<file path="src/design/message_whitespace_cleanup_core_assert.svh">
// Assertion macros shared by the cleanup core modules.
`ifndef MESSAGE_WHITESPACE_CLEANUP_CORE_ASSERT_SVH
`define MESSAGE_WHITESPACE_CLEANUP_CORE_ASSERT_SVH

// Consequent must hold in the same cycle as the antecedent.
`define MWS_ASSERT_NOW(label, clk, rst, ante, cons, msg) \
  label: assert property (@(posedge clk) disable iff (rst) (ante) |-> (cons)) \
    else $error(msg);

// Consequent must hold in the cycle after the antecedent.
`define MWS_ASSERT_NEXT(label, clk, rst, ante, cons, msg) \
  label: assert property (@(posedge clk) disable iff (rst) (ante) |=> (cons)) \
    else $error(msg);

`endif

</file>
<file path="src/design/mws_pkg.sv">
`timescale 1ns / 1ps
`default_nettype none

package mws_pkg;

  // Whitespace buffer geometry.
  localparam int WS_DEPTH = 32;
  localparam int CNT_W    = $clog2(WS_DEPTH + 1);
  localparam int ADDR_W   = (WS_DEPTH > 1) ? $clog2(WS_DEPTH) : 1;

  // Byte codes.
  localparam logic [7:0] NL_BYTE       = 8'h0A;
  localparam logic [7:0] SPACE_BYTE    = 8'h20;
  localparam logic [7:0] TAB_BYTE      = 8'h09;
  localparam logic [7:0] VT_BYTE       = 8'h0B;
  localparam logic [7:0] FF_BYTE       = 8'h0C;
  localparam logic [7:0] CR_BYTE       = 8'h0D;
  localparam logic [7:0] MARKER_RESET  = 8'd35;

  // Configuration register indexes.
  localparam logic CFG_STRIP  = 1'b0;
  localparam logic CFG_MARKER = 1'b1;

  // Work plan for one accepted request, in emission order.
  typedef struct packed {
    logic             blank;      // separator newline before the text
    logic [CNT_W-1:0] flush_cnt;  // buffered whitespace to replay
    logic             main;       // the byte itself, or a line newline
    logic [7:0]       main_byte;
    logic             endnl;      // newline closing an unfinished line
    logic             quiet;      // end marker with no byte
    logic             done;
    logic             ovf;
  } plan_t;

  // One result toward the output register.
  typedef struct packed {
    logic [7:0] data;
    logic       valid;
    logic       last;
    logic       done;
    logic       ovf;
  } res_t;

  typedef enum logic {
    SEQ_IDLE,
    SEQ_RUN
  } seq_state_t;

  function automatic logic is_blank(input logic [7:0] b);
    is_blank = (b == SPACE_BYTE) || (b == TAB_BYTE) || (b == VT_BYTE) ||
               (b == FF_BYTE) || (b == CR_BYTE);
  endfunction

endpackage

`default_nettype wire

</file>
<file path="src/design/mws_ram.sv">
`timescale 1ns / 1ps
`default_nettype none

module mws_ram #(
  parameter int WIDTH = 8,
  parameter int DEPTH = 32
) (
  input  wire logic                                      clk,
  input  wire logic                                      wr_en,
  input  wire logic [((DEPTH > 1) ? $clog2(DEPTH) : 1)-1:0] wr_addr,
  input  wire logic [WIDTH-1:0]                          wr_data,
  input  wire logic                                      rd_en,
  input  wire logic [((DEPTH > 1) ? $clog2(DEPTH) : 1)-1:0] rd_addr,
  output logic      [WIDTH-1:0]                          rd_data
);

  logic [WIDTH-1:0] mem [DEPTH];

  // Single write port, registered read that holds while rd_en is low.
  always_ff @(posedge clk) begin
    if (wr_en) begin
      mem[wr_addr] <= wr_data;
    end
    if (rd_en) begin
      rd_data <= mem[rd_addr];
    end
  end

endmodule

`default_nettype wire

</file>
<file path="src/design/mws_ctrl.sv">
`timescale 1ns / 1ps
`default_nettype none

`include "message_whitespace_cleanup_core_assert.svh"

module mws_ctrl
  import mws_pkg::*;
(
  input  wire logic              clk,
  input  wire logic              rst,
  input  wire logic              cfg_valid,
  input  wire logic              cfg_index,
  input  wire logic [7:0]        cfg_data,
  input  wire logic [7:0]        in_byte,
  input  wire logic              byte_present,
  input  wire logic              end_of_message,
  input  wire logic              accept,
  output plan_t                  plan,
  output logic                   wr_en,
  output logic      [ADDR_W-1:0] wr_addr,
  output logic      [7:0]        wr_data
);

  logic             strip_comment_lines;
  logic [7:0]       comment_marker;

  logic             at_line_start, at_line_start_next;
  logic             skipping_comment, skipping_comment_next;
  logic             line_has_text, line_has_text_next;
  logic             blank_pending, blank_pending_next;
  logic             output_started, output_started_next;
  logic [CNT_W-1:0] pending_count, pending_count_next;
  logic             overflow_seen, overflow_seen_next;
  logic             ws_write;
  logic             is_nl;

  // Configuration registers.
  always_ff @(posedge clk) begin
    if (rst) begin
      strip_comment_lines <= 1'b0;
      comment_marker      <= MARKER_RESET;
    end else if (cfg_valid) begin
      unique case (cfg_index)
        CFG_STRIP:  strip_comment_lines <= cfg_data[0];
        CFG_MARKER: comment_marker      <= cfg_data;
        default:    strip_comment_lines <= strip_comment_lines;
      endcase
    end
  end

  // Line state update and work plan for the request on the input.
  always_comb begin
    at_line_start_next    = at_line_start;
    skipping_comment_next = skipping_comment;
    line_has_text_next    = line_has_text;
    blank_pending_next    = blank_pending;
    output_started_next   = output_started;
    pending_count_next    = pending_count;
    overflow_seen_next    = overflow_seen;
    ws_write              = 1'b0;
    plan                  = '0;
    is_nl                 = (in_byte == NL_BYTE);

    if (byte_present) begin
      if (at_line_start && strip_comment_lines && (in_byte == comment_marker)) begin
        // A comment line starts; a newline marker drops just that newline.
        if (!is_nl) begin
          skipping_comment_next = 1'b1;
          at_line_start_next    = 1'b0;
        end
      end else if (skipping_comment) begin
        if (is_nl) begin
          skipping_comment_next = 1'b0;
          at_line_start_next    = 1'b1;
        end
      end else if (is_nl) begin
        if (line_has_text) begin
          plan.main      = 1'b1;
          plan.main_byte = NL_BYTE;
        end else begin
          blank_pending_next = 1'b1;
        end
        line_has_text_next = 1'b0;
        pending_count_next = '0;
        at_line_start_next = 1'b1;
      end else if (is_blank(in_byte)) begin
        at_line_start_next = 1'b0;
        if (pending_count < CNT_W'(WS_DEPTH)) begin
          ws_write           = 1'b1;
          pending_count_next = pending_count + CNT_W'(1);
        end else begin
          overflow_seen_next = 1'b1;
        end
      end else begin
        // Text byte: separator, replayed whitespace, then the byte.
        at_line_start_next = 1'b0;
        if (!line_has_text) begin
          plan.blank         = blank_pending && output_started;
          blank_pending_next = 1'b0;
        end
        plan.flush_cnt      = pending_count;
        pending_count_next  = '0;
        plan.main           = 1'b1;
        plan.main_byte      = in_byte;
        line_has_text_next  = 1'b1;
        output_started_next = 1'b1;
      end
    end

    plan.ovf = overflow_seen_next;

    if (end_of_message) begin
      plan.done  = 1'b1;
      plan.endnl = !skipping_comment_next && line_has_text_next;
      plan.quiet = !(plan.blank || (plan.flush_cnt != '0) || plan.main || plan.endnl);
      at_line_start_next    = 1'b1;
      skipping_comment_next = 1'b0;
      line_has_text_next    = 1'b0;
      blank_pending_next    = 1'b0;
      output_started_next   = 1'b0;
      pending_count_next    = '0;
      overflow_seen_next    = 1'b0;
    end
  end

  // Whitespace goes to the buffer at the current fill position.
  assign wr_en   = accept && ws_write;
  assign wr_addr = pending_count[ADDR_W-1:0];
  assign wr_data = in_byte;

  always_ff @(posedge clk) begin
    if (rst) begin
      at_line_start    <= 1'b1;
      skipping_comment <= 1'b0;
      line_has_text    <= 1'b0;
      blank_pending    <= 1'b0;
      output_started   <= 1'b0;
      pending_count    <= '0;
      overflow_seen    <= 1'b0;
    end else if (accept) begin
      at_line_start    <= at_line_start_next;
      skipping_comment <= skipping_comment_next;
      line_has_text    <= line_has_text_next;
      blank_pending    <= blank_pending_next;
      output_started   <= output_started_next;
      pending_count    <= pending_count_next;
      overflow_seen    <= overflow_seen_next;
    end
  end

  `MWS_ASSERT_NOW(a_count_bound, clk, rst, 1'b1, pending_count <= CNT_W'(WS_DEPTH), "pending count beyond buffer depth")
  `MWS_ASSERT_NOW(a_comment_no_text, clk, rst, skipping_comment, !line_has_text && (pending_count == '0), "text state held inside a comment line")

endmodule

`default_nettype wire

</file>
<file path="src/design/mws_seq.sv">
`timescale 1ns / 1ps
`default_nettype none

`include "message_whitespace_cleanup_core_assert.svh"

module mws_seq
  import mws_pkg::*;
(
  input  wire logic              clk,
  input  wire logic              rst,
  input  wire logic              s_valid,
  input  wire plan_t             plan,
  input  wire logic              out_ready,
  input  wire logic [7:0]        rd_data,
  output logic                   s_ready,
  output logic                   accept,
  output logic                   rd_en,
  output logic      [ADDR_W-1:0] rd_addr,
  output logic                   res_valid,
  output res_t                   res
);

  seq_state_t       state, state_next;
  logic [CNT_W-1:0] flush_left, flush_left_next;
  logic [ADDR_W-1:0] flush_idx, flush_idx_next;
  logic             main_q, main_q_next;
  logic [7:0]       main_byte_q, main_byte_q_next;
  logic             endnl_q, endnl_q_next;
  logic             done_q, done_q_next;
  logic             ovf_q, ovf_q_next;

  logic             take_main, take_end, has_flush, rem_any;
  logic             run_last;

  // Which part of the plan goes out in the accept cycle.
  always_comb begin
    has_flush = (plan.flush_cnt != '0);
    take_main = !plan.blank && !has_flush && plan.main;
    take_end  = !plan.blank && !has_flush && !plan.main && plan.endnl;
    rem_any   = has_flush || (plan.main && !take_main) || (plan.endnl && !take_end);
    run_last  = (flush_left > CNT_W'(1)) ? 1'b0 :
                (flush_left == CNT_W'(1)) ? (!main_q && !endnl_q) :
                main_q ? !endnl_q : 1'b1;
  end

  // Next state.
  always_comb begin
    state_next = state;
    unique case (state)
      SEQ_IDLE: begin
        if (accept && rem_any) begin
          state_next = SEQ_RUN;
        end
      end
      SEQ_RUN: begin
        if (out_ready && run_last) begin
          state_next = SEQ_IDLE;
        end
      end
      default: state_next = SEQ_IDLE;
    endcase
  end

  // Outputs and working registers.
  always_comb begin
    s_ready          = (state == SEQ_IDLE) && out_ready;
    accept           = s_ready && s_valid;
    rd_en            = 1'b0;
    rd_addr          = '0;
    res_valid        = 1'b0;
    res              = '0;
    flush_left_next  = flush_left;
    flush_idx_next   = flush_idx;
    main_q_next      = main_q;
    main_byte_q_next = main_byte_q;
    endnl_q_next     = endnl_q;
    done_q_next      = done_q;
    ovf_q_next       = ovf_q;

    unique case (state)
      SEQ_IDLE: begin
        if (accept) begin
          // Prefetch the first buffered byte in case a replay follows.
          rd_en            = 1'b1;
          rd_addr          = '0;
          flush_left_next  = plan.flush_cnt;
          flush_idx_next   = '0;
          main_q_next      = plan.main && !take_main;
          main_byte_q_next = plan.main_byte;
          endnl_q_next     = plan.endnl && !take_end;
          done_q_next      = plan.done;
          ovf_q_next       = plan.ovf;
          res_valid        = plan.blank || take_main || take_end || plan.quiet;
          res.valid        = !plan.quiet;
          res.data         = plan.quiet ? 8'h00 : (take_main ? plan.main_byte : NL_BYTE);
          res.last         = !rem_any;
          res.done         = plan.done && !rem_any;
          res.ovf          = plan.ovf;
        end
      end
      SEQ_RUN: begin
        res_valid = 1'b1;
        res.valid = 1'b1;
        res.last  = run_last;
        res.done  = done_q && run_last;
        res.ovf   = ovf_q;
        if (flush_left != '0) begin
          res.data = rd_data;
          if (out_ready) begin
            flush_left_next = flush_left - CNT_W'(1);
            flush_idx_next  = flush_idx + ADDR_W'(1);
            rd_en           = (flush_left > CNT_W'(1));
            rd_addr         = flush_idx + ADDR_W'(1);
          end
        end else if (main_q) begin
          res.data = main_byte_q;
          if (out_ready) begin
            main_q_next = 1'b0;
          end
        end else begin
          res.data = NL_BYTE;
          if (out_ready) begin
            endnl_q_next = 1'b0;
          end
        end
      end
      default: res_valid = 1'b0;
    endcase
  end

  always_ff @(posedge clk) begin
    if (rst) begin
      state      <= SEQ_IDLE;
      flush_left <= '0;
      main_q     <= 1'b0;
      endnl_q    <= 1'b0;
      done_q     <= 1'b0;
    end else begin
      state      <= state_next;
      flush_left <= flush_left_next;
      main_q     <= main_q_next;
      endnl_q    <= endnl_q_next;
      done_q     <= done_q_next;
    end
  end

  always_ff @(posedge clk) begin
    flush_idx   <= flush_idx_next;
    main_byte_q <= main_byte_q_next;
    ovf_q       <= ovf_q_next;
  end

  `MWS_ASSERT_NOW(a_run_has_work, clk, rst, state == SEQ_RUN, (flush_left != '0) || main_q || endnl_q, "sequencer busy with nothing left")
  `MWS_ASSERT_NOW(a_done_is_last, clk, rst, res_valid && res.done, res.last, "message end not on the last result")
  `MWS_ASSERT_NEXT(a_last_ends_run, clk, rst, (state == SEQ_RUN) && out_ready && run_last, state == SEQ_IDLE, "sequencer did not return after last result")
  `MWS_ASSERT_NOW(a_result_room, clk, rst, res_valid, out_ready || (state == SEQ_RUN), "result offered without room")

endmodule

`default_nettype wire

</file>
<file path="src/design/mws_out.sv">
`timescale 1ns / 1ps
`default_nettype none

module mws_out
  import mws_pkg::*;
(
  input  wire logic       clk,
  input  wire logic       rst,
  input  wire logic       res_valid,
  input  wire res_t       res,
  output logic            res_ready,
  output logic            m_valid,
  input  wire logic       m_ready,
  output logic [7:0]      m_data,
  output logic            m_last,
  output logic [2:0]      m_user
);

  res_t hold;

  // The register takes a new result when it is empty or being drained.
  assign res_ready = !m_valid || m_ready;

  always_ff @(posedge clk) begin
    if (rst) begin
      m_valid <= 1'b0;
    end else if (res_ready) begin
      m_valid <= res_valid;
    end
  end

  always_ff @(posedge clk) begin
    if (res_ready && res_valid) begin
      hold <= res;
    end
  end

  assign m_data = hold.data;
  assign m_last = hold.last;
  assign m_user = {hold.ovf, hold.done, hold.valid};

endmodule

`default_nettype wire

</file>
<file path="src/design/message_whitespace_cleanup_core.sv">
// Message whitespace cleanup core.
// Input stream s_axis: one request per message byte. tdata carries the byte,
// tuser says whether a byte is present, tlast marks the last request of a
// message. Output stream m_axis: tdata is the cleaned byte, tuser[0] says a
// byte is present (0 for a bare end marker), tuser[1] marks the end of the
// message, tuser[2] flags dropped whitespace, tlast closes each request.
// Config port: cfg_index 0 = strip comment lines, 1 = comment marker, always
// ready. Users must write it only while idle; the core does not enforce it.
// A result is registered and appears on m_axis in the cycle after its request
// is taken; a replayed whitespace byte first passes the buffer read register,
// then the output register.
// Throughput: one request per cycle when it yields at most one result and
// m_axis does not stall; a request with more results holds the input until
// its last result is taken, and one that replays buffered whitespace with no
// separator newline in front yields nothing while the buffer read is made.
// Reset clears the line state and the config registers; the whitespace
// buffer needs no clearing pass. When m_axis stalls, the output register
// holds its result and no new request is taken.
`timescale 1ns / 1ps
`default_nettype none

module message_whitespace_cleanup_core
  import mws_pkg::*;
(
  input  wire logic       clk,
  input  wire logic       rst,
  input  wire logic       s_axis_tvalid,
  output logic            s_axis_tready,
  input  wire logic [7:0] s_axis_tdata,   // in_byte
  input  wire logic       s_axis_tuser,   // byte_present
  input  wire logic       s_axis_tlast,   // end_of_message
  output logic            m_axis_tvalid,
  input  wire logic       m_axis_tready,
  output logic [7:0]      m_axis_tdata,   // out_byte
  output logic [2:0]      m_axis_tuser,   // out_valid, message_done, whitespace_overflow
  output logic            m_axis_tlast,   // last_of_run
  input  wire logic       cfg_valid,
  output logic            cfg_ready,
  input  wire logic       cfg_index,
  input  wire logic [7:0] cfg_data
);

  plan_t             plan;
  res_t              res;
  logic              accept;
  logic              res_valid;
  logic              res_ready;
  logic              wr_en;
  logic [ADDR_W-1:0] wr_addr;
  logic [7:0]        wr_data;
  logic              rd_en;
  logic [ADDR_W-1:0] rd_addr;
  logic [7:0]        rd_data;
  logic              cfg_write;

  assign cfg_ready = 1'b1;
  assign cfg_write = cfg_valid && cfg_ready;

  // Line state, config registers and per-request plan.
  mws_ctrl u_ctrl (
    .clk            (clk),
    .rst            (rst),
    .cfg_valid      (cfg_write),
    .cfg_index      (cfg_index),
    .cfg_data       (cfg_data),
    .in_byte        (s_axis_tdata),
    .byte_present   (s_axis_tuser),
    .end_of_message (s_axis_tlast),
    .accept         (accept),
    .plan           (plan),
    .wr_en          (wr_en),
    .wr_addr        (wr_addr),
    .wr_data        (wr_data)
  );

  // Buffer for whitespace that may still turn out to be trailing.
  mws_ram #(
    .WIDTH (8),
    .DEPTH (WS_DEPTH)
  ) u_ws_ram (
    .clk     (clk),
    .wr_en   (wr_en),
    .wr_addr (wr_addr),
    .wr_data (wr_data),
    .rd_en   (rd_en),
    .rd_addr (rd_addr),
    .rd_data (rd_data)
  );

  // Result sequencer.
  mws_seq u_seq (
    .clk       (clk),
    .rst       (rst),
    .s_valid   (s_axis_tvalid),
    .plan      (plan),
    .out_ready (res_ready),
    .rd_data   (rd_data),
    .s_ready   (s_axis_tready),
    .accept    (accept),
    .rd_en     (rd_en),
    .rd_addr   (rd_addr),
    .res_valid (res_valid),
    .res       (res)
  );

  // Output register toward the receiver.
  mws_out u_out (
    .clk       (clk),
    .rst       (rst),
    .res_valid (res_valid),
    .res       (res),
    .res_ready (res_ready),
    .m_valid   (m_axis_tvalid),
    .m_ready   (m_axis_tready),
    .m_data    (m_axis_tdata),
    .m_last    (m_axis_tlast),
    .m_user    (m_axis_tuser)
  );

endmodule

`default_nettype wire
</file>
<file path="config.mk">
export PLATFORM = sky130hd
export DESIGN_NAME = message_whitespace_cleanup_core
export DESIGN_NICKNAME = d
export VERILOG_FILES = /design/src/design/mws_pkg.sv /design/src/design/mws_ram.sv /design/src/design/mws_ctrl.sv /design/src/design/mws_seq.sv /design/src/design/mws_out.sv /design/src/design/message_whitespace_cleanup_core.sv
export VERILOG_INCLUDE_DIRS = /design/src /design/src/design
export SDC_FILE = /design/constraint.sdc
export NUM_CORES = 1
export LEC_CHECK = 0
export ABC_AREA = 1
export ABC_CLOCK_PERIOD_IN_PS = 2900
export BUFFER_PORTS_ARGS = -buffer_cell sky130_fd_sc_hd__clkbuf_2
export CAP_MARGIN = 15
export CORE_MARGIN = 2
export CORE_UTILIZATION = 62
export CTS_CLUSTER_SIZE = 14
export DETAILED_ROUTE_END_ITERATION = 7
export PLACE_DENSITY = 0.79
export REMOVE_ABC_BUFFERS = 1
export SYNTH_ARGS = -nofsm -noshare
export SYNTH_HDL_FRONTEND = slang
export SYNTH_SLANG_ARGS = --single-unit
</file>
<file path="constraint.sdc">
create_clock -name clk -period 2.9 [get_ports clk]
set_input_delay 0.29 -clock clk [delete_from_list [all_inputs] [get_ports clk]]
set_output_delay 0.29 -clock clk [all_outputs]
set_load 0.01 [all_outputs]
</file>
# Word level (Yosys, flattened, before mapping)
# Memory sizes are Yosys's and may differ from the RTL's. A register that Yosys moved wholly into a read port is not among the register bits.
# Cells that the tools add are included.
# op_classes
n_addsub,3
eq_ne,22
muxes,103
order_cmp,2
n_reduce_logical,57
bitwise,2
# op_table
op,n
2-to-1 mux 1 bit,66
2-to-1 mux 16 bit,4
2-to-1 mux 6 bit,10
"equality test 8 x 4 -> 1 bit, second input constant",5
2-to-1 mux 8 bit,4
2-to-1 mux 5 bit,5
one-hot mux 12 bit (2 select lines),1
"inequality test 2 bit, second input constant",10
one-hot mux 5 bit (2 select lines),2
logical AND 1 bit,19
2-to-1 mux 9 bit,2
logical OR 1 bit,13
logical NOT 1 bit,12
2-to-1 mux 12 bit,1
one-hot mux 6 bit (2 select lines),1
AND reduction 6 bit,2
nonzero test 6 bit,2
one-hot mux 1 bit (2 select lines),5
"equality test 8 x 6 -> 1 bit, second input constant",1
equality test 8 bit,1
AND reduction 2 bit,4
AND reduction 4 bit,2
2-to-1 mux 7 bit,1
"adder 6 x 1 -> 6 bit, second input constant",1
14 further kinds,15
# word_totals
ram_bits,256
ff_bits,58
inputBits,24
out_inout_bits,15
memories,1
# memory_table
memory,words,width,rd,rd_clocked_by_memory_dff,wr,line,source
u_ws_ram.mem,32,8,1,1,1,mws_ram.sv:17,logic [WIDTH-1:0] mem [DEPTH];

# Depth between registers and ports, before layout
# Gate-level depths: netlist of the first run.
# logic_depth
ltp_word,24
ltp_mapped,17
ltp_nobuf,15

# Cells and area by module
# Synthesis of the first run repeated with hierarchy kept, for this count alone.
# unflattened
cells_unflattened,1393
area_unflattened_um2,14476.4
# by_module_without_submodules
module,seq_area_each_um2,cells_each,n_inst,area_each_um2
mws_ram,7927.6,922,1,10866.7
mws_ctrl,420.4,253,1,1655.3
mws_seq,620.6,198,1,1535.2
mws_out,380.4,18,1,407.9
message_whitespace_cleanup_core,0.0,2,1,11.3

# Worst setup path before layout of the first run
# OpenSTA, ideal clock, no wires.
# synth_timing
path_kind,flip-flop to flip-flop
start,reg u_out.m_valid
end,"mem u_ws_ram.mem[0][0], enable pin"
synth_period_minus_slack_ns,2.368
arrival_ns,1.998
setup_ns,0.370
slack_ns,0.532
required_ns,2.530
n_path_buf,1
path_stages_with_launch,9
cell_sequence,dfxtp_1 -> inv_1 -> nor2_2 -> nor2_1 -> nand2_1 -> clkbuf_1 -> nor4_2 -> nand2_1 -> nor2_1
# synth_via
elab_chain_len,7
# synth_lines
item,line,source
from (decl),mws_out.sv:12,"output logic m_valid,"
from (signal assigned),mws_out.sv:28,m_valid <= res_valid;
logical NOT 1 bit,mws_out.sv:22,assign res_ready = !m_valid || m_ready;
logical OR 1 bit,mws_out.sv:22,
logical AND 1 bit,mws_seq.sv:66,s_ready = (state == SEQ_IDLE) && out_ready;
via s_axis_tready,message_whitespace_cleanup_core.sv:28,"output logic s_axis_tready,"
logical AND 1 bit,mws_seq.sv:67,accept = s_ready && s_valid;
logical AND 1 bit,mws_ctrl.sv:127,assign wr_en = accept && ws_write;
2-to-1 mux 1 bit,mws_ram.sv:21,if (wr_en) begin
2-to-1 mux 1 bit (not written as such),mws_ram.sv:22,mem[wr_addr] <= wr_data;
to (decl),mws_ram.sv:17,
# The timed path passes the listed nets, and every way through them passes these cells.

# Final worst setup path of the first run
# layout_timing
start,reg u_seq.state
end,"mem u_ws_ram.mem[25][3], enable pin"
# layout_via
elab_chain_len,6
# layout_lines
item,line,source
from (decl),mws_seq.sv:23,"seq_state_t state, state_next;"
from (signal assigned),mws_seq.sv:139,state <= state_next;
inverter 1 bit (no line),--,
logical AND 1 bit,mws_seq.sv:66,
logical AND 1 bit,mws_seq.sv:67,
logical AND 1 bit,mws_ctrl.sv:127,
2-to-1 mux 1 bit,mws_ram.sv:21,
2-to-1 mux 1 bit (not written as such),mws_ram.sv:22,
# Every way passes these cells.

==> results.toml, run 1 <==
[outcome]
status = "complete, no violations"

[place]
dpl_cell_area_sq_mm = 0.0148
portBuffers = 37
dp_hpwl_microns = 21100
pre_cts_ws_ns = -0.0118
gp_congestion = 0.940
dp.cells = 1495

[cts]
cts_tree = "done"
clock_sinks = 322
clk-insertion-delay-late_ns = 0.57
cts_root_buf = "clkbuf_16"
numCtsBuffers = 31
htreeDepth = 1
cts.clk_slew.worst_paths_ns = 0.06
clockBufferDepth = 3
cts_setup_buffers = 0

[worst_setup_path]
crit_path_cell_trace = "nor2_1, nand2_1, nor4_2, nand2_1, nor2_1, buf_4"
startpoint_type = "flip-flop"
crit_type = "flip-flop to flip-flop"
cp_slowest_stage_delay_ns = 0.53
critPathTopFamily = "simple AND/OR/NAND/NOR gates"
crit_slowest_cell = "nor4_2"
critical_path_required_ns = 3.17
critPathCaptureType = "flip-flop"
cp_num_buf_inv = 1
cp_max_fo = 15
arrival_ns = 3.14

[synthesis]
synth.ff_latch_count = 322
ys_warn_count = 0
yosysSeqAreaShare = 0.665
synth.avg_cell_area_sq_um = 12.0
ys_types = 45
ys.flop_type = "edfxtp_1"
synth-async-reset-ratio = 0
syn_area_sq_mm = 0.0141
synth_edf_count = 290
postSynthCellCount = 1169

[timing]
final_hold_viol_count = 0
fin_ws_ns = 0.0275
relSlewSlack = 0.603
period_share = 0.991
rsz0062_at_grt = "yes"
holdWs_ns = 0.0162
slew_violations = 0
fin_worst_skew_ns = 0.0271
max_freq_ghz = 0.348
finalCriticalPeriod_ns = 2.87
finalSetupViolCount = 0
worstMarginPinSlew_ns = 0.595

[route]
first_iter_violations = 1116
wirelength_microns = 33700
post_drt_via_cell_ratio = 6.15
drc = 0
post_drt_wl_per_cell_microns = 21.6
ant_nets = 0
first_pass_iters = 5
via_count = 9584

[global_routing]
antenna_found_initial = 0
grt_pass1_wl_microns = 51900
track_usage = 0.285
first_global_vias = 9406
grt.overflow.total = 0
grt_max_degree = 129

[cells_and_area]
drive_above_1_share = 0.151
fin_area_sq_mm = 0.0159
n_antenna_cell = 0
layout.cells.non_filler = 1559
syn_to_final_growth_pct = 12.9
nNetsFinal = 1280

[min_path]
hold_class = "primary input to flip-flop"

[power_and_ir_drop]
worst_ir_drop_vdd_uv = 493
power_density_mw_per_mm2 = 629
p_leak_nw = 5.41
fin_total_pwr_mw = 9.97

[die]
die_h_microns = 155
fp.coreArea_sq_mm = 0.0224
io_pins = 39
die_x_microns = 155
dieArea_sq_mm = 0.0239
start_util = 0.626
fp-row-count = 55

[flow_run]
maxCapViolCount = 0
kinds of logic after synthesis:
family                   after synthesis  synth area share
XOR/XNOR                              10           0.00623
buffers and inverters                123            0.0427
other                                  1          0.000267
adder cells (fa/ha/maj)                7           0.00623
AO/OA/AOI/OAI                        203             0.101
AND/OR/NAND/NOR                      503             0.178
flip-flops                           322             0.665
cells in the final DEF, fill, tap and decap left out, drive strengths merged:
master	instances
a211oi	1
a21oi	23
a221oi	4
a22oi	8
a31oi	2
buf	62
bufinv	3
clkbuf	75
clkinv	16
clkinvlp	3
conb	1
dfxtp	32
dlygate4sd3	5
edfxtp	290
ha	7
inv	64
nand2	133
nand3	128
nand3b	1
nand4	3
nor2	101
nor3	5
nor4	2
o2111ai	1
o211ai	133
o21a	1
o21ai	27
o21bai	2
o221ai	1
or2	130
xnor2	4
xor2	6
report_power, final:
| group | switching [mW] | internal, mW | total [mW] |
|---|---|---|---|
| clock network | 1.68 | 2.29 | 3.98 |
| logic | 0.536 | 0.244 | 0.780 |
| registers | 0.0559 | 5.16 | 5.21 |
final timing paths:
kind | endpoint | startpoint | slack (ns) | depth (start not counted)
setup reg to reg | u_ws_ram.mem[25][3] | u_seq.state | 0.03 | 6
setup / recovery | u_ws_ram.mem[25][3] | u_seq.state | 0.03 | 6
hold reg to reg | u_ctrl.output_started | u_ctrl.output_started | 0.46 | 2
hold / removal | u_ctrl.comment_marker[6] | cfg_data[6] | 0.02 | 3
worst min-delay path, cell delays in order:
cell and delay [ns]:
clkbuf_2 0.07, o21ai_0 0.07, nor2_1 0.10
final cells by class:
| class | count | area (sq um) |
|---|---|---|
| Sequential cell | 322 | 9350 |
| Fill cell | 1514 | 6570 |
| Multi-Input combinational cell | 724 | 4120 |
| Clock buffer | 37 | 828 |
| Timing Repair Buffer | 105 | 783 |
| Tap cell | 285 | 357 |
| Inverter | 65 | 245 |
| Clock inverter | 21 | 184 |
registers in the layout, indices dropped and copies added, names as in the netlist, 3 cells and up:
name and count:
u_ws_ram.mem 256, u_ctrl.comment_marker 8, u_out.m_data 8, u_seq.main_byte_q 8, u_ws_ram.rd_data 8, u_ctrl.pending_count 6, u_seq.flush_left 6, u_seq.flush_idx 5
u_out.m_user 3
Yosys cell counts (2+ instances only):
cell,number,area (sq um)
nand2_2,4,25.0
o211ai_1,131,983
or2_2,10,62.6
or2_1,53,332
a21oi_1,22,110
xnor2_1,4,35.0
a22oi_1,8,60.1
xor2_1,6,52.6
o211ai_2,2,25.0
inv_1,55,206
nand3_1,128,641
nor2_1,91,342
nor2_2,5,31.3
nand4_1,3,18.8
o21ai_0,24,120
inv_2,9,33.8
clkbuf_2,2,10.0
o21ai_1,3,15.0
buf_1,3,11.3
nor3_1,5,25.0
clkbuf_1,10,37.5
edfxtp_1,290,8710
nor2_4,4,45.0
buf_4,3,22.5
buf_2,28,140
dfxtp_1,32,641
buf_6,12,135
nand2_1,124,465
o21bai_1,2,15.0
ha_1,7,87.6
a221oi_1,4,35.0
nand2_4,5,56.3
a31oi_1,2,12.5
or2_0,67,419
routing by layer:
layer  up-vias  wire length (microns)  share of wire  track usage
li1       4404                      -              -            -
met1      4612                  13600           0.40        0.405
met2       489                  16100           0.48        0.459
met3        79                   2870          0.085       0.0401
met4         0                   1130          0.034        0.102
met5         -                      0              0            0
repair_timing:
action | CTS | global route
hold buffers | 5 | 0
endpoints found under the setup margin | 0 | 249
gates resized for setup | 0 | 3
endpoints found under the hold margin | 6 | 0
through the flow:
stage	utilization	setup TNS, ns
3_3_place_gp	0.658	0
3_5_place_dp	0.658	-0.105
5_1_grt	0.707	-15.99
4_1_cts	0.705	0
6_report	0.707	0
2_1_floorplan	-	-9.04
No activity file was read; power rests on OpenSTA's default activity.
==> run 2, diff against run 1 <==
--- a/config.mk
+++ b/config.mk
@@ -7,7 +7,7 @@
 export NUM_CORES = 1
 export LEC_CHECK = 0
 export ABC_AREA = 1
-export ABC_CLOCK_PERIOD_IN_PS = 2900
+export ABC_CLOCK_PERIOD_IN_PS = 2800
 export BUFFER_PORTS_ARGS = -buffer_cell sky130_fd_sc_hd__clkbuf_2
 export CAP_MARGIN = 15
 export CORE_MARGIN = 2
==> constraint.sdc (replaced) <==
create_clock -name clk -period 2.8 [get_ports clk]
set_input_delay 0.28 -clock clk [delete_from_list [all_inputs] [get_ports clk]]
set_output_delay 0.28 -clock clk [all_outputs]
set_load 0.01 [all_outputs]
==> results.toml, run 2 (synthesis results as in run 1) <==
[cts]
cts.clk_slew.worst_paths_ns = 0.06
numCtsBuffers = 35
cts_tree = "done"
clockBufferDepth = 3
clock_sinks = 322
htreeDepth = 2
clk-insertion-delay-late_ns = 0.51
cts_root_buf = "clkbuf_16"

[cells_and_area]
n_antenna_cell = 0
fin_util = 0.715
regMostFlops = "u_ws_ram.mem"
syn_to_final_growth_pct = 14.1
largest_reg_flops = 256
drive_above_1_share = 0.156
final_common_cell = "edfxtp_1"
fill_cells = 1495
final_cell_mix = "edfxtp_1, o211ai_1, nand3_1, nand2_1, nor2_1"
nNetsFinal = 1288

[worst_setup_path]
crit_slowest_cell = "dfxtp_1"
cp_num_buf_inv = 3
startpoint_type = "flip-flop"
crit_path_frequent_cell = "nand2_4"
arrival_ns = 2.88
crit_type = "flip-flop to flip-flop"
critPathTopFamily = "simple AND/OR/NAND/NOR gates"
critPathCaptureType = "flip-flop"
cp_slowest_stage_delay_ns = 0.32
crit_path_cell_trace = "inv_1, ha_2, nand2_4, nor2_4, nand2_4, nand2_4, nor2_8, nand2_4, clkinv_2, buf_6, o211ai_1, nand3_1, nand3_1, nand2_1, nand2_1, nand2_1"
critical_path_required_ns = 3.07
cp_max_fo = 60

[power_and_ir_drop]
worst_ir_drop_vdd_uv = 521
comb_power_share = 0.074
p_leak_nw = 5.50
swShare = 0.219
seq_power_share = 0.494
power_density_mw_per_mm2 = 682
clkPwrFrac = 0.433
internal-power_mw = 8.54
switchingPower_mw = 2.39

[global_routing]
grt_busiest_layer = "met2"
track_usage = 0.289
met2_usage = 0.477
grt.overflow.total = 0
first_global_vias = 9774
grt_util_met1 = 0.386
grt_pass1_wl_microns = 52900
met3_usage = 0.0527
antenna_found_initial = 0
grt_max_degree = 76

[timing]
tns_ns = 0
finalCriticalPeriod_ns = 2.62
final_hold_viol_count = 0
relSlewSlack = 0.518
slew_violations = 0
period_share = 0.934
finalSetupViolCount = 0
rsz0062_at_grt = "no"
max_freq_ghz = 0.382
fin_worst_skew_ns = 0.0211
worstMarginPinSlew_ns = 0.717
holdWs_ns = 0.0208

[route]
first_iter_violations = 1125
post_drt_via_cell_ratio = 6.20
first_pass_iters = 6
drc = 0
ant_nets = 0
post_drt_wl_per_cell_microns = 21.6
wirelength_microns = 33700
via_count = 9713

[place]
gp_congestion = 0.973
dp_hpwl_microns = 21300
portBuffers = 37

[die]
io_pins = 39
start_util = 0.626
dieArea_sq_mm = 0.0239
fp-row-count = 55
die_x_microns = 155
fp.coreArea_sq_mm = 0.0224
die_h_microns = 155

[min_path]
hold_class = "primary input to flip-flop"

[flow_run]
maxCapViolCount = 0

[outcome]
status = "complete, no violations"
## run 2: cell count changes in the layout (fill, tap and decap cells not counted), sizes merged
cell | before | now
dlygate4sd3 | 5 | 1
clkbuf | 75 | 80
clkinv | 16 | 12
buf | 62 | 71
clkinvlp | 3 | 0
bufinv | 3 | 7
## run 2: area by class of cell
class                   instances  area [sq um]  share of cell area
clock buffers                  43           906              0.0565
clock inverters                18           265              0.0165
inverters                      65           245              0.0153
multi-input cells             724          4110               0.256
flip-flops and latches        322          9350               0.583
well taps                     285           357              0.0222
repair buffers                109           798              0.0498
## run 2: worst reg2reg max path: cells and delay by family, from the launching register on
kind | cells | cell delay, ns
adders and majority gates | 1 | 0.24
AOI/OAI and AO/OA | 1 | 0.30
DFF | 1 | 0.32
and+or+nand+nor | 11 | 1.07
buffers and inverters | 3 | 0.45
## run 2: what timing repair did
| action | in CTS | in global routing |
|---|---|---|
| endpoints found under the hold margin | 1 | 0 |
| buffers inserted | 0 | 0 |
| resized for setup | 0 | 3 |
| hold buffers | 1 | 0 |
| setup endpoints to repair | 0 | 5 |
## run 2: worst paths after layout
path              slack (ns)                  startpoint                          to  cells past startpoint
setup / recovery        0.18         u_seq.flush_left[0]         u_ws_ram.rd_data[3]                     16
hold reg to reg         0.46  u_ctrl.strip_comment_lines  u_ctrl.strip_comment_lines                      2
hold / removal          0.02                 cfg_data[1]    u_ctrl.comment_marker[1]                      3
setup reg to reg        0.18         u_seq.flush_left[0]         u_ws_ram.rd_data[3]                     16
## run 2: routing by layer
metal,vias up,routed length (microns)
li1,4428,-
met1,4697,13000
met2,493,16500
met3,95,3000
met4,0,1270
met5,-,0
## run 2: stage by stage
stage	cell area, sq um	setup slack [ns]	power (mW)	std cells
global placement	14800	-0.00684	6.26	1504
floorplan	13700	-1.23	5.93	1111
CTS	16000	0.118	11.0	1566
detailed placement	14800	-0.0900	6.28	1504
finish	16000	0.185	10.9	1566
global route	16000	0.0115	11.2	1566
## run 2: power by group through the flow
stage / Sequential [mW] / Clock [mW] / Combinational, mW
2_1_floorplan: 5.49 / 0 / 0.438
3_3_place_gp: 5.49 / 0 / 0.765
3_5_place_dp: 5.50 / 0 / 0.784
4_1_cts: 5.40 / 4.77 / 0.795
5_1_grt: 5.40 / 4.95 / 0.887
6_report: 5.40 / 4.73 / 0.804
==> run 3, diff against run 2 <==
--- a/config.mk
+++ b/config.mk
@@ -16,6 +16,7 @@
 export DETAILED_ROUTE_END_ITERATION = 7
 export PLACE_DENSITY = 0.79
 export REMOVE_ABC_BUFFERS = 1
+export SETUP_SLACK_MARGIN = 0.2
 export SYNTH_ARGS = -nofsm -noshare
 export SYNTH_HDL_FRONTEND = slang
 export SYNTH_SLANG_ARGS = --single-unit
==> results.toml, run 3 (synthesis results as in run 1) <==
[worst_setup_path]
critical_path_required_ns = 3.06
arrival_ns = 2.81
critPathCaptureType = "flip-flop"
startpoint_type = "flip-flop"
rr_worst_depth = 16
rr_startpoint = "u_seq.flush_left[0]"
crit_type = "flip-flop to flip-flop"
rr_endpoint = "u_ws_ram.rd_data[3]"
rrSetupSlack_ns = 0.26
cp_max_fo = 53

[cts]
htreeDepth = 2
numCtsBuffers = 35
cts_setup_buffers = 0
cts_tree = "done"
cts.clk_slew.worst_paths_ns = 0.06
clk-insertion-delay-late_ns = 0.51
cts_root_buf = "clkbuf_16"
clock_sinks = 322
clockBufferDepth = 3

[global_routing]
grt.overflow.total = 0
track_usage = 0.290
grt_pass1_wl_microns = 53000
first_global_vias = 9760
antenna_found_initial = 0
grt_max_degree = 76

[outcome]
status = "complete, no violations"

[die]
io_pins = 39
fp-row-count = 55
dieArea_sq_mm = 0.0239
fp.coreArea_sq_mm = 0.0224
start_util = 0.626
die_h_microns = 155
die_x_microns = 155

[flow_run]
maxCapViolCount = 0

[timing]
rsz0062_at_grt = "yes"
period_share = 0.908
worstMarginPinSlew_ns = 0.679
finalCriticalPeriod_ns = 2.54
relSlewSlack = 0.543
max_freq_ghz = 0.393
slew_violations = 0
holdWs_ns = 0.0181
final_hold_viol_count = 0
finalSetupViolCount = 0
fin_worst_skew_ns = 0.0175

[power_and_ir_drop]
power_density_mw_per_mm2 = 681
p_leak_nw = 5.50
worst_ir_drop_vdd_uv = 523

[place]
gp_congestion = 0.973
dpl_cell_area_sq_mm = 0.0148
portBuffers = 37
dp_hpwl_microns = 21300

[route]
via_count = 9671
first_iter_violations = 1088
post_drt_wl_per_cell_microns = 21.7
first_pass_iters = 6
post_drt_via_cell_ratio = 6.18
wirelength_microns = 33900
ant_nets = 0
drc = 0

[cells_and_area]
drive_above_1_share = 0.160
fin_area_sq_mm = 0.0161
regMostFlops = "u_ws_ram.mem"
nNetsFinal = 1288
fill_cells = 1493
final_common_cell = "edfxtp_1"
largest_reg_flops = 256
n_antenna_cell = 0
syn_to_final_growth_pct = 14.3
final_cell_mix = "edfxtp_1, o211ai_1, nand3_1, nand2_1, nor2_1"
register_area_sq_mm = 0.00935
multiInputGateArea_sq_mm = 0.00414

[min_path]
hold_class = "primary input to flip-flop"
min_to = "u_ctrl.comment_marker[1]"
worstHoldStart = "cfg_data[1]"
min_path_cells = 3
run 3: changes by cell type in the layout (fill, tap and decap cells not counted):
| cell | delta |
|---|---|
| buf_12 | +1 |
| buf_4 | -1 |
| ha_2 | -1 |
| ha_4 | +1 |
| inv_1 | -2 |
| inv_2 | +1 |
| inv_4 | +1 |
| nand3_1 | -3 |
| nand3_2 | +3 |
run 3: report_power, final:
part	internal, mW	switching [mW]	leakage (nW)
Sequential	5.34	0.0545	2.90
Clock	2.94	1.79	0.569
Combinational	0.262	0.553	2.04
Total	8.55	2.40	5.50
run 3: worst max path at each step:
stage,from,end,cells after the start
finish,u_seq.flush_left[0],u_ws_ram.rd_data[3],16
global route,u_out.m_valid,u_ws_ram.mem[14][2],8
CTS,u_seq.flush_left[0],u_ws_ram.rd_data[3],16
detailed placement,s_axis_tdata[5],u_ws_ram.mem[3][4],11
global placement,s_axis_tdata[5],u_ws_ram.mem[3][4],11
floorplan,u_seq.flush_left[0],u_ws_ram.rd_data[0],15
run 3: layer usage:
| metal | track usage | part of all wire | vias to the layer above |
|---|---|---|---|
| li1 | - | - | 4420 |
| met1 | 0.386 | 0.39 | 4648 |
| met2 | 0.479 | 0.49 | 516 |
| met3 | 0.0527 | 0.088 | 87 |
| met4 | 0.113 | 0.036 | 0 |
| met5 | 0 | 0 | - |
run 3: cell type report:
| cell class | count | share of cell area |
|---|---|---|
| multi-input cells | 724 | 0.257 |
| clock buffers | 43 | 0.0564 |
| flip-flops and latches | 322 | 0.582 |
| clock inverters | 18 | 0.0165 |
| repair buffers | 109 | 0.0505 |
| inverters | 65 | 0.0154 |
| well taps | 285 | 0.0222 |
run 3: through the flow:
stage	cells	setup TNS (ns)	util	worst slack [ns]	power [mW]
CTS	1566	0	0.715	0.189	11.0
finish	1566	0	0.716	0.257	10.9
global placement	1504	-0.0338	0.661	-0.00684	6.26
detailed placement	1504	-3.12	0.661	-0.0900	6.28
floorplan	1111	-9.84	-	-1.23	5.93
global route	1566	0	0.716	0.0521	11.2
run 3: critical path, cell delays in order, from the launching register on:
cell and delay, ns:
dfxtp_1 0.36, inv_2 0.09, ha_4 0.18, nand2_4 0.07, nor2_4 0.04, nand2_4 0.09
nand2_4 0.08, nor2_8 0.15, nand2_4 0.09, buf_6 0.22, or2_1 0.24, o211ai_1 0.14
nand3_1 0.19, nand3_1 0.15, nand2_1 0.08, nand2_1 0.08, nand2_1 0.05
run 3: timing repair:
action / 4_1_cts / 5_1_grt
gates resized for setup: 3 / 12
pin swaps: 0 / 3
endpoints found under the setup margin: 5 / 200
hold buffers: 1 / 0
hold endpoints to repair: 1 / 0
